File: src/hdl/wbss_pkg.sv
// ----------------------------------------------------------------------------
// wbss_pkg
// Register map and result codes of the wildcard byte signature scanner
// ----------------------------------------------------------------------------
package wbss_pkg;

   localparam int CsrAddrBits = 6;
   localparam int CsrDataBits = 64;

   typedef enum logic [2:0] {
      REG_PATTERN_LO     = 3'd0,
      REG_PATTERN_MID_LO = 3'd1,
      REG_PATTERN_MID_HI = 3'd2,
      REG_PATTERN_HI     = 3'd3,
      REG_CARE_MASK      = 3'd4,
      REG_PATTERN_LENGTH = 3'd5
   } csr_index_type;

   typedef enum logic [1:0] {
      UNIQ_NONE    = 2'd0,
      UNIQ_ONE     = 2'd1,
      UNIQ_SEVERAL = 2'd2
   } uniqueness_type;

   localparam logic [5:0] PatternLengthReset = 6'd1;

endpackage

File: src/hdl/wildcard_byte_signature_scanner.sv
// ----------------------------------------------------------------------------
// wildcard_byte_signature_scanner
// Masked byte pattern matcher over a streamed memory range
// ----------------------------------------------------------------------------
// Usage:
//   req channel: one byte per transfer, with first_of_range / last_of_range
//   marks. rsp channel: one result for a byte that ends a match (hit, start
//   offset) and for the last byte of a range (range_done, uniqueness).
//   Bytes that neither hit nor end a range give no result.
//   Pattern, care mask and length are to be written over the APB port while
//   idle (not enforced by the block); a write takes effect for the next byte.
// Pipeline:
//   A byte is registered into the first stage when it is taken, and its
//   result is registered onto the rsp ports by the second. One byte is taken
//   every cycle while req_stall is low: the window shift and alignment sit in
//   the first register stage, the 32-lane masked compare and the skip/tally
//   update in the second.
// Reset:
//   Synchronous. Clears the window, position, skip and tally, the pattern
//   registers and mask to zero, and pattern_length to one.
// Stall:
//   While rsp_stall holds a result, one more byte may be taken into the
//   first stage; after that req_stall rises until the result is taken.
// ----------------------------------------------------------------------------
module wildcard_byte_signature_scanner
   import wbss_pkg::*;
#(
   parameter int MAX_PATTERN_BYTES = 32,
   parameter int OFFSET_BITS       = 32
) (
   input  logic                   clock,
   input  logic                   reset,
   // input channel
   input  logic                   req_valid,
   output logic                   req_stall,
   input  logic [7:0]             req_data_byte,
   input  logic                   req_first_of_range,
   input  logic                   req_last_of_range,
   // result channel
   output logic                   rsp_valid,
   input  logic                   rsp_stall,
   output logic                   rsp_hit,
   output logic [31:0]            rsp_hit_offset,
   output logic                   rsp_range_done,
   output logic [1:0]             rsp_uniqueness,
   // configuration port
   input  logic                   psel,
   input  logic                   penable,
   input  logic                   pwrite,
   input  logic [CsrAddrBits-1:0] paddr,
   input  logic [CsrDataBits-1:0] pwdata,
   output logic [CsrDataBits-1:0] prdata,
   output logic                   pready
);

   localparam int         WinBits = 8 * MAX_PATTERN_BYTES;
   localparam logic [5:0] MaxLen  = 6'(MAX_PATTERN_BYTES);

   // configuration registers
   logic [63:0] pat_lo_ff, pat_lo_in;
   logic [63:0] pat_ml_ff, pat_ml_in;
   logic [63:0] pat_mh_ff, pat_mh_in;
   logic [63:0] pat_hi_ff, pat_hi_in;
   logic [31:0] care_ff, care_in;
   logic [5:0]  plen_ff, plen_in;

   // stage 1: window and aligned copy
   logic [WinBits-1:0]     win_ff, win_in;
   logic [OFFSET_BITS-1:0] seen_ff, seen_in;
   logic                   s1_valid_ff, s1_valid_in;
   logic [WinBits-1:0]     s1_align_ff, s1_align_in;
   logic                   s1_full_ff, s1_full_in;
   logic [OFFSET_BITS-1:0] s1_off_ff, s1_off_in;
   logic                   s1_first_ff, s1_first_in;
   logic                   s1_last_ff, s1_last_in;

   // stage 2: match state and result register
   logic [5:0]  skip_ff, skip_in;
   logic [1:0]  tally_ff, tally_in;
   logic        rsp_valid_ff, rsp_valid_in;
   logic        rsp_hit_ff, rsp_hit_in;
   logic [31:0] rsp_off_ff, rsp_off_in;
   logic        rsp_done_ff, rsp_done_in;
   logic [1:0]  rsp_uniq_ff, rsp_uniq_in;

   logic                       csr_write;
   csr_index_type              csr_index;
   logic [5:0]                 len_eff;
   logic [5:0]                 len_m1;
   logic [8:0]                 align_shift;
   logic                       out_load;
   logic                       s1_advance;
   logic                       req_accept;
   logic [OFFSET_BITS-1:0]     pos;
   logic [WinBits-1:0]         win_rev;
   logic [255:0]               pat_all;
   logic [MAX_PATTERN_BYTES-1:0] care_eff;
   logic                       window_match;
   logic [5:0]                 skip_cur;
   logic [1:0]                 tally_cur;
   logic                       hit_now;

   assign csr_write = psel & penable & pwrite;
   assign csr_index = csr_index_type'(paddr[5:3]);
   assign pready    = 1'b1;

   always_comb begin
      case (csr_index)
         REG_PATTERN_LO:     prdata = pat_lo_ff;
         REG_PATTERN_MID_LO: prdata = pat_ml_ff;
         REG_PATTERN_MID_HI: prdata = pat_mh_ff;
         REG_PATTERN_HI:     prdata = pat_hi_ff;
         REG_CARE_MASK:      prdata = {32'd0, care_ff};
         REG_PATTERN_LENGTH: prdata = {58'd0, plen_ff};
         default:            prdata = '0;
      endcase
   end

   always_comb begin
      pat_lo_in = pat_lo_ff;
      pat_ml_in = pat_ml_ff;
      pat_mh_in = pat_mh_ff;
      pat_hi_in = pat_hi_ff;
      care_in   = care_ff;
      plen_in   = plen_ff;
      if (csr_write) begin
         case (csr_index)
            REG_PATTERN_LO:     pat_lo_in = pwdata;
            REG_PATTERN_MID_LO: pat_ml_in = pwdata;
            REG_PATTERN_MID_HI: pat_mh_in = pwdata;
            REG_PATTERN_HI:     pat_hi_in = pwdata;
            REG_CARE_MASK:      care_in   = pwdata[31:0];
            REG_PATTERN_LENGTH: plen_in   = pwdata[5:0];
            default:            ;
         endcase
      end
   end

   // clamp length into 1..MAX_PATTERN_BYTES
   always_comb begin
      if (plen_ff == 6'd0) begin
         len_eff = 6'd1;
      end else if (plen_ff > MaxLen) begin
         len_eff = MaxLen;
      end else begin
         len_eff = plen_ff;
      end
   end

   assign len_m1      = len_eff - 6'd1;
   assign align_shift = {MaxLen - len_eff, 3'b000};

   // handshake
   assign out_load   = !rsp_valid_ff || !rsp_stall;
   assign s1_advance = s1_valid_ff && out_load;
   assign req_stall  = s1_valid_ff && !out_load;
   assign req_accept = req_valid && !req_stall;

   // stage 1: shift the byte in and align the window to the pattern
   always_comb begin
      pos     = req_first_of_range ? '0 : seen_ff;
      win_in  = win_ff;
      seen_in = seen_ff;
      if (req_accept) begin
         win_in  = WinBits'({win_ff, req_data_byte});
         seen_in = req_last_of_range ? '0 : pos + OFFSET_BITS'(1);
      end
      // reverse byte order so the oldest byte of the pattern span lands at lane 0
      for (int k = 0; k < MAX_PATTERN_BYTES; k++) begin
         win_rev[8*k +: 8] = win_in[8*(MAX_PATTERN_BYTES-1-k) +: 8];
      end
      s1_align_in = win_rev >> align_shift;
      s1_full_in  = pos >= OFFSET_BITS'(len_m1);
      s1_off_in   = pos - OFFSET_BITS'(len_m1);
      s1_first_in = req_first_of_range;
      s1_last_in  = req_last_of_range;
      if (req_accept) begin
         s1_valid_in = 1'b1;
      end else if (s1_advance) begin
         s1_valid_in = 1'b0;
      end else begin
         s1_valid_in = s1_valid_ff;
      end
   end

   // stage 2: masked compare
   assign pat_all = {pat_hi_ff, pat_mh_ff, pat_ml_ff, pat_lo_ff};

   always_comb begin
      for (int i = 0; i < MAX_PATTERN_BYTES; i++) begin
         care_eff[i] = care_ff[i] && (6'(i) < len_eff);
      end
      window_match = |care_eff;
      for (int i = 0; i < MAX_PATTERN_BYTES; i++) begin
         if (care_eff[i] && (s1_align_ff[8*i +: 8] != pat_all[8*i +: 8])) begin
            window_match = 1'b0;
         end
      end
   end

   // stage 2: skip, tally and result
   always_comb begin
      skip_cur     = s1_first_ff ? 6'd0 : skip_ff;
      tally_cur    = s1_first_ff ? 2'd0 : tally_ff;
      hit_now      = 1'b0;
      skip_in      = skip_ff;
      tally_in     = tally_ff;
      rsp_valid_in = rsp_valid_ff;
      rsp_hit_in   = rsp_hit_ff;
      rsp_off_in   = rsp_off_ff;
      rsp_done_in  = rsp_done_ff;
      rsp_uniq_in  = rsp_uniq_ff;
      if (s1_advance) begin
         skip_in  = skip_cur;
         tally_in = tally_cur;
         if (skip_cur != 6'd0) begin
            skip_in = skip_cur - 6'd1;
         end else if (s1_full_ff && window_match) begin
            hit_now  = 1'b1;
            skip_in  = len_m1;
            tally_in = (tally_cur == UNIQ_SEVERAL) ? UNIQ_SEVERAL : tally_cur + 2'd1;
         end
         rsp_hit_in  = hit_now;
         rsp_off_in  = hit_now ? 32'(s1_off_ff) : 32'd0;
         rsp_done_in = s1_last_ff;
         rsp_uniq_in = s1_last_ff ? tally_in : UNIQ_NONE;
         // a range end drops position-dependent state
         if (s1_last_ff) begin
            skip_in  = 6'd0;
            tally_in = 2'd0;
         end
      end
      if (out_load) begin
         rsp_valid_in = s1_advance && (hit_now || s1_last_ff);
      end
   end

   always_ff @(posedge clock) begin
      if (reset) begin
         pat_lo_ff    <= '0;
         pat_ml_ff    <= '0;
         pat_mh_ff    <= '0;
         pat_hi_ff    <= '0;
         care_ff      <= '0;
         plen_ff      <= PatternLengthReset;
         win_ff       <= '0;
         seen_ff      <= '0;
         s1_valid_ff  <= 1'b0;
         skip_ff      <= '0;
         tally_ff     <= '0;
         rsp_valid_ff <= 1'b0;
      end else begin
         pat_lo_ff    <= pat_lo_in;
         pat_ml_ff    <= pat_ml_in;
         pat_mh_ff    <= pat_mh_in;
         pat_hi_ff    <= pat_hi_in;
         care_ff      <= care_in;
         plen_ff      <= plen_in;
         win_ff       <= win_in;
         seen_ff      <= seen_in;
         s1_valid_ff  <= s1_valid_in;
         skip_ff      <= skip_in;
         tally_ff     <= tally_in;
         rsp_valid_ff <= rsp_valid_in;
      end
   end

   // payload of the stages
   always_ff @(posedge clock) begin
      if (req_accept) begin
         s1_align_ff <= s1_align_in;
         s1_full_ff  <= s1_full_in;
         s1_off_ff   <= s1_off_in;
         s1_first_ff <= s1_first_in;
         s1_last_ff  <= s1_last_in;
      end
      rsp_hit_ff  <= rsp_hit_in;
      rsp_off_ff  <= rsp_off_in;
      rsp_done_ff <= rsp_done_in;
      rsp_uniq_ff <= rsp_uniq_in;
   end

   assign rsp_valid      = rsp_valid_ff;
   assign rsp_hit        = rsp_hit_ff;
   assign rsp_hit_offset = rsp_off_ff;
   assign rsp_range_done = rsp_done_ff;
   assign rsp_uniqueness = rsp_uniq_ff;

endmodule

File: config.mk
export PLATFORM = sky130hd
export DESIGN_NAME = wildcard_byte_signature_scanner
export DESIGN_NICKNAME = d
export VERILOG_FILES = /design/src/hdl/wbss_pkg.sv /design/src/hdl/wildcard_byte_signature_scanner.sv
export SDC_FILE = /design/constraint.sdc
export NUM_CORES = 2
export LEC_CHECK = 0
export BUFFER_PORTS_ARGS = -buffer_cell sky130_fd_sc_hd__buf_2
export CAP_MARGIN = 20
export CORE_UTILIZATION = 37
export CTS_CLUSTER_SIZE = 12
export DETAILED_ROUTE_END_ITERATION = 10
export GPL_TIMING_DRIVEN = 0
export PLACE_DENSITY_LB_ADDON = 0.25
export SETUP_SLACK_MARGIN = 0.05
export SLEW_MARGIN = 25
export SYNTH_ARGS = -nofsm -noshare
export SYNTH_HDL_FRONTEND = slang
export SYNTH_SLANG_ARGS = --single-unit
File: constraint.sdc
create_clock -name clock -period 18 [get_ports clock]
set_input_delay 2.7 -clock clock [delete_from_list [all_inputs] [get_ports clock]]
set_output_delay 2.7 -clock clock [all_outputs]
set_load 0.02 [all_outputs]
==> flow_summary.toml <==
[setup_path]
critPathTopFamily = "buffers and inverters"
worstPathCellList = "clkbuf_1, clkbuf_1, buf_1, buf_1, a31oi_1, o22ai_1, buf_2"
path_max_fanout = 10
required_ns = 15.30
crit_start = "paddr[4]"
cpMaxStageDelayCell = "buf_1"
r2r_setup_slack_ns = 10.28
end_kind = "output port"
worstPathArrival_ns = 6.02
startpoint_type = "input pin"
crit_cells = 7
path_buf_inv = 5
setup.worst_path.class = "input pin to output port"
reg2reg_depth = 14
timing.rr.start = "plen_ff[1]"
timing.rr.end = "s1_align_ff[51]"
cpPeakStageDelay_ns = 0.86

[min_path]
holdCritStartpoint = "tally_ff[1]"
holdPathStages = 2
hold_path.class = "flip-flop to flip-flop"
min_to = "tally_ff[1]"

[timing]
finalHoldViolCount = 0
fmax_mhz = 114.7
final.setup.tns_ns = 0
worstMarginPinSlew_ns = 1.240
rsz0062_at_grt = "no"
skew_ns = 0.08594
slew_headroom_pct = 16.47
setup_viol = 0
finalCriticalPeriod_ns = 8.721
fin_crit_sh_pct = 48.45
slew_violations = 0

[place]
post_dp_cell_area_um2 = 54700
portBuffers = 183
routabilityCongestion = 1.102
dp_hpwl_um = 212100
place_inst = 7867

[synthesis]
synthDistinctLibCells = 86
synth_top_area_share_pct = 23.16
netlist_top_cells_area = "dfxtp_1 (23%), edfxtp_1 (19%), nand2_1 (9.0%)"
synth_edf_count = 327
synth.largest_area_cell = "dfxtp_1"
synth-seq-cells = 919
synth_ff_type = "dfxtp_1"
ys_async_sr_fraction_pct = 0
synth.most_common_cell = "nand2_1"
ys_warn_count = 0
synth-seq-area-share_pct = 42.36
synth_area_per_cell_um2 = 8.713
synthCells = 5872
syn-cell-area_um2 = 51160
synth_common_cells = "nand2_1 (1230), a21oi_1 (727), dfxtp_1 (592), clkbuf_1 (426), edfxtp_1 (327)"

[cts]
ctsResizeCount = 0
clk_latency_ns = 0.78
numCtsBuffers = 103
clk_pin_slew_ns = 0.06
cts_num_sinks = 919
cts_tree = "done"
cts_max_level = 3
root_buffer = "clkbuf_16"
cts_hold_buf = 0
clock_path_buffers = 3
postCtsSetupRepairBufs = 0

[route]
via_per_inst = 6.288
ant_nets = 0
wl_per_cell_um = 32.54
first_pass_iters = 10
drc = 0
drtIter0Drc = 7665
routed_wirelength_um = 262600
dr_total_vias = 50740

[cells_and_area]
register_area_um2 = 21670
syn_to_final_growth_pct = 13.83
multi_input_area_um2 = 27390
drive_above_1_share_pct = 10.31
instances_no_fill = 8069
fin_nets = 6279
fin_area_um2 = 58240
utilization_pct = 42.41
fillCellCount = 13720

[power_and_ir_drop]
vdd_drop_max_v = 0.00007749
power.leakage_nw = 19.90
power.density_nw_per_um2 = 85.30
power.total_mw = 4.968

[die]
initial_utilization_pct = 37.26
die-area_um2 = 139800
die_w_um = 373.9
io_pins = 190
chipHeight_um = 373.9
core-area_um2 = 137300
rows = 136

[global_routing]
grt_pass1_wl_um = 361000
grt_max_degree = 39
antenna_found_initial = 16
grt-ovfl-total = 0
grt_use_total_pct = 36.19
grt_pass1_vias = 46200

[outcome]
status = "finished, final reports clean"

[flow_run]
drv_cap = 0
## kinds of logic after synthesis
family	count (synthesis)	share of synthesized area, %
DFF	919	42.36
AOI/OAI and AO/OA	1497	18.94
buffers and inverters	566	4.307
xor gates and xnor gates	277	4.757
other	1	0.007330
and+or+nand+nor	2129	18.54
adders and majority gates	14	0.3571
muxes	469	10.73
## per-stage QoR
step	setup slack, ns	hold slack [ns]
6_report	9.279	0.4543
5_1_grt	9.272	0.4789
4_1_cts	9.135	0.4542
3_5_place_dp	9.146	0.4463
3_3_place_gp	0.2069	0.4338
2_1_floorplan	5.449	0.4261
## power breakdown
part | internal [mW] | total, mW | switching, mW
combinational | 0.141 | 0.561 | 0.420
sequential | 2.19 | 2.22 | 0.0308
clock | 1.24 | 2.19 | 0.944
total | 3.57 | 4.97 | 1.40
## layout by cell type (no fill, tap or decap), drive strengths merged, types with 62 or more instances in the layout
master / count
o221ai: 243
a21oi: 727
nor2: 298
edfxtp: 327
buf: 288
dfxtp: 592
mux2: 145
nor4: 80
mux2i: 275
or3: 251
nand2: 1230
clkbuf: 574
a211oi: 96
o21ai: 145
nor3: 62
a22o: 65
xor2: 242
## area by class of cell
type / instances / share of cell area (%)
inverter: 51 / 0.3287
antenna: 8 / 0.03438
sequential: 919 / 37.21
timing repair buffer: 200 / 2.078
tap: 1794 / 3.854
multi-input combinational: 4388 / 47.03
clock buffer: 147 / 5.006
buffer: 515 / 3.478
clock inverter: 47 / 0.9754
## sequential cells by signal, indices dropped and copies added, names as in the netlist, 6 cells and up
register,cells
pat_mh_ff,64
s1_off_ff,32
pat_ml_ff,64
pat_lo_ff,64
care_ff,32
plen_ff,6
skip_ff,6
win_ff,256
s1_align_ff,256
seen_ff,32
pat_hi_ff,64
rsp_hit_offset,32
## how the worst max path moves through the flow
stage,endpoint
3_3_place_gp,s1_align_ff[200]
6_report,prdata[0]
5_1_grt,prdata[0]
4_1_cts,prdata[12]
2_1_floorplan,s1_align_ff[0]
3_5_place_dp,prdata[12]
## metal layers
| metal | vias to the layer above | global-route usage, % | share of wire [%] |
|---|---|---|---|
| met5 | - | 0.03431 | 0.019 |
| met4 | 8 | 21.38 | 7.0 |
| met3 | 637 | 8.178 | 10 |
| met2 | 3245 | 51.64 | 41 |
| met1 | 24880 | 49.67 | 42 |
| li1 | 21970 | - | - |
## worst reg2reg max path: cells and delay by family, from the launching register on
family	cells	cell delay [ns]
compound gates	2	1.27
mux	2	0.68
buf+inv	8	3.90
simple gates	1	0.66
fa+ha+maj	1	0.50
flops	1	0.37
Power figures use the tool's default switching activity.
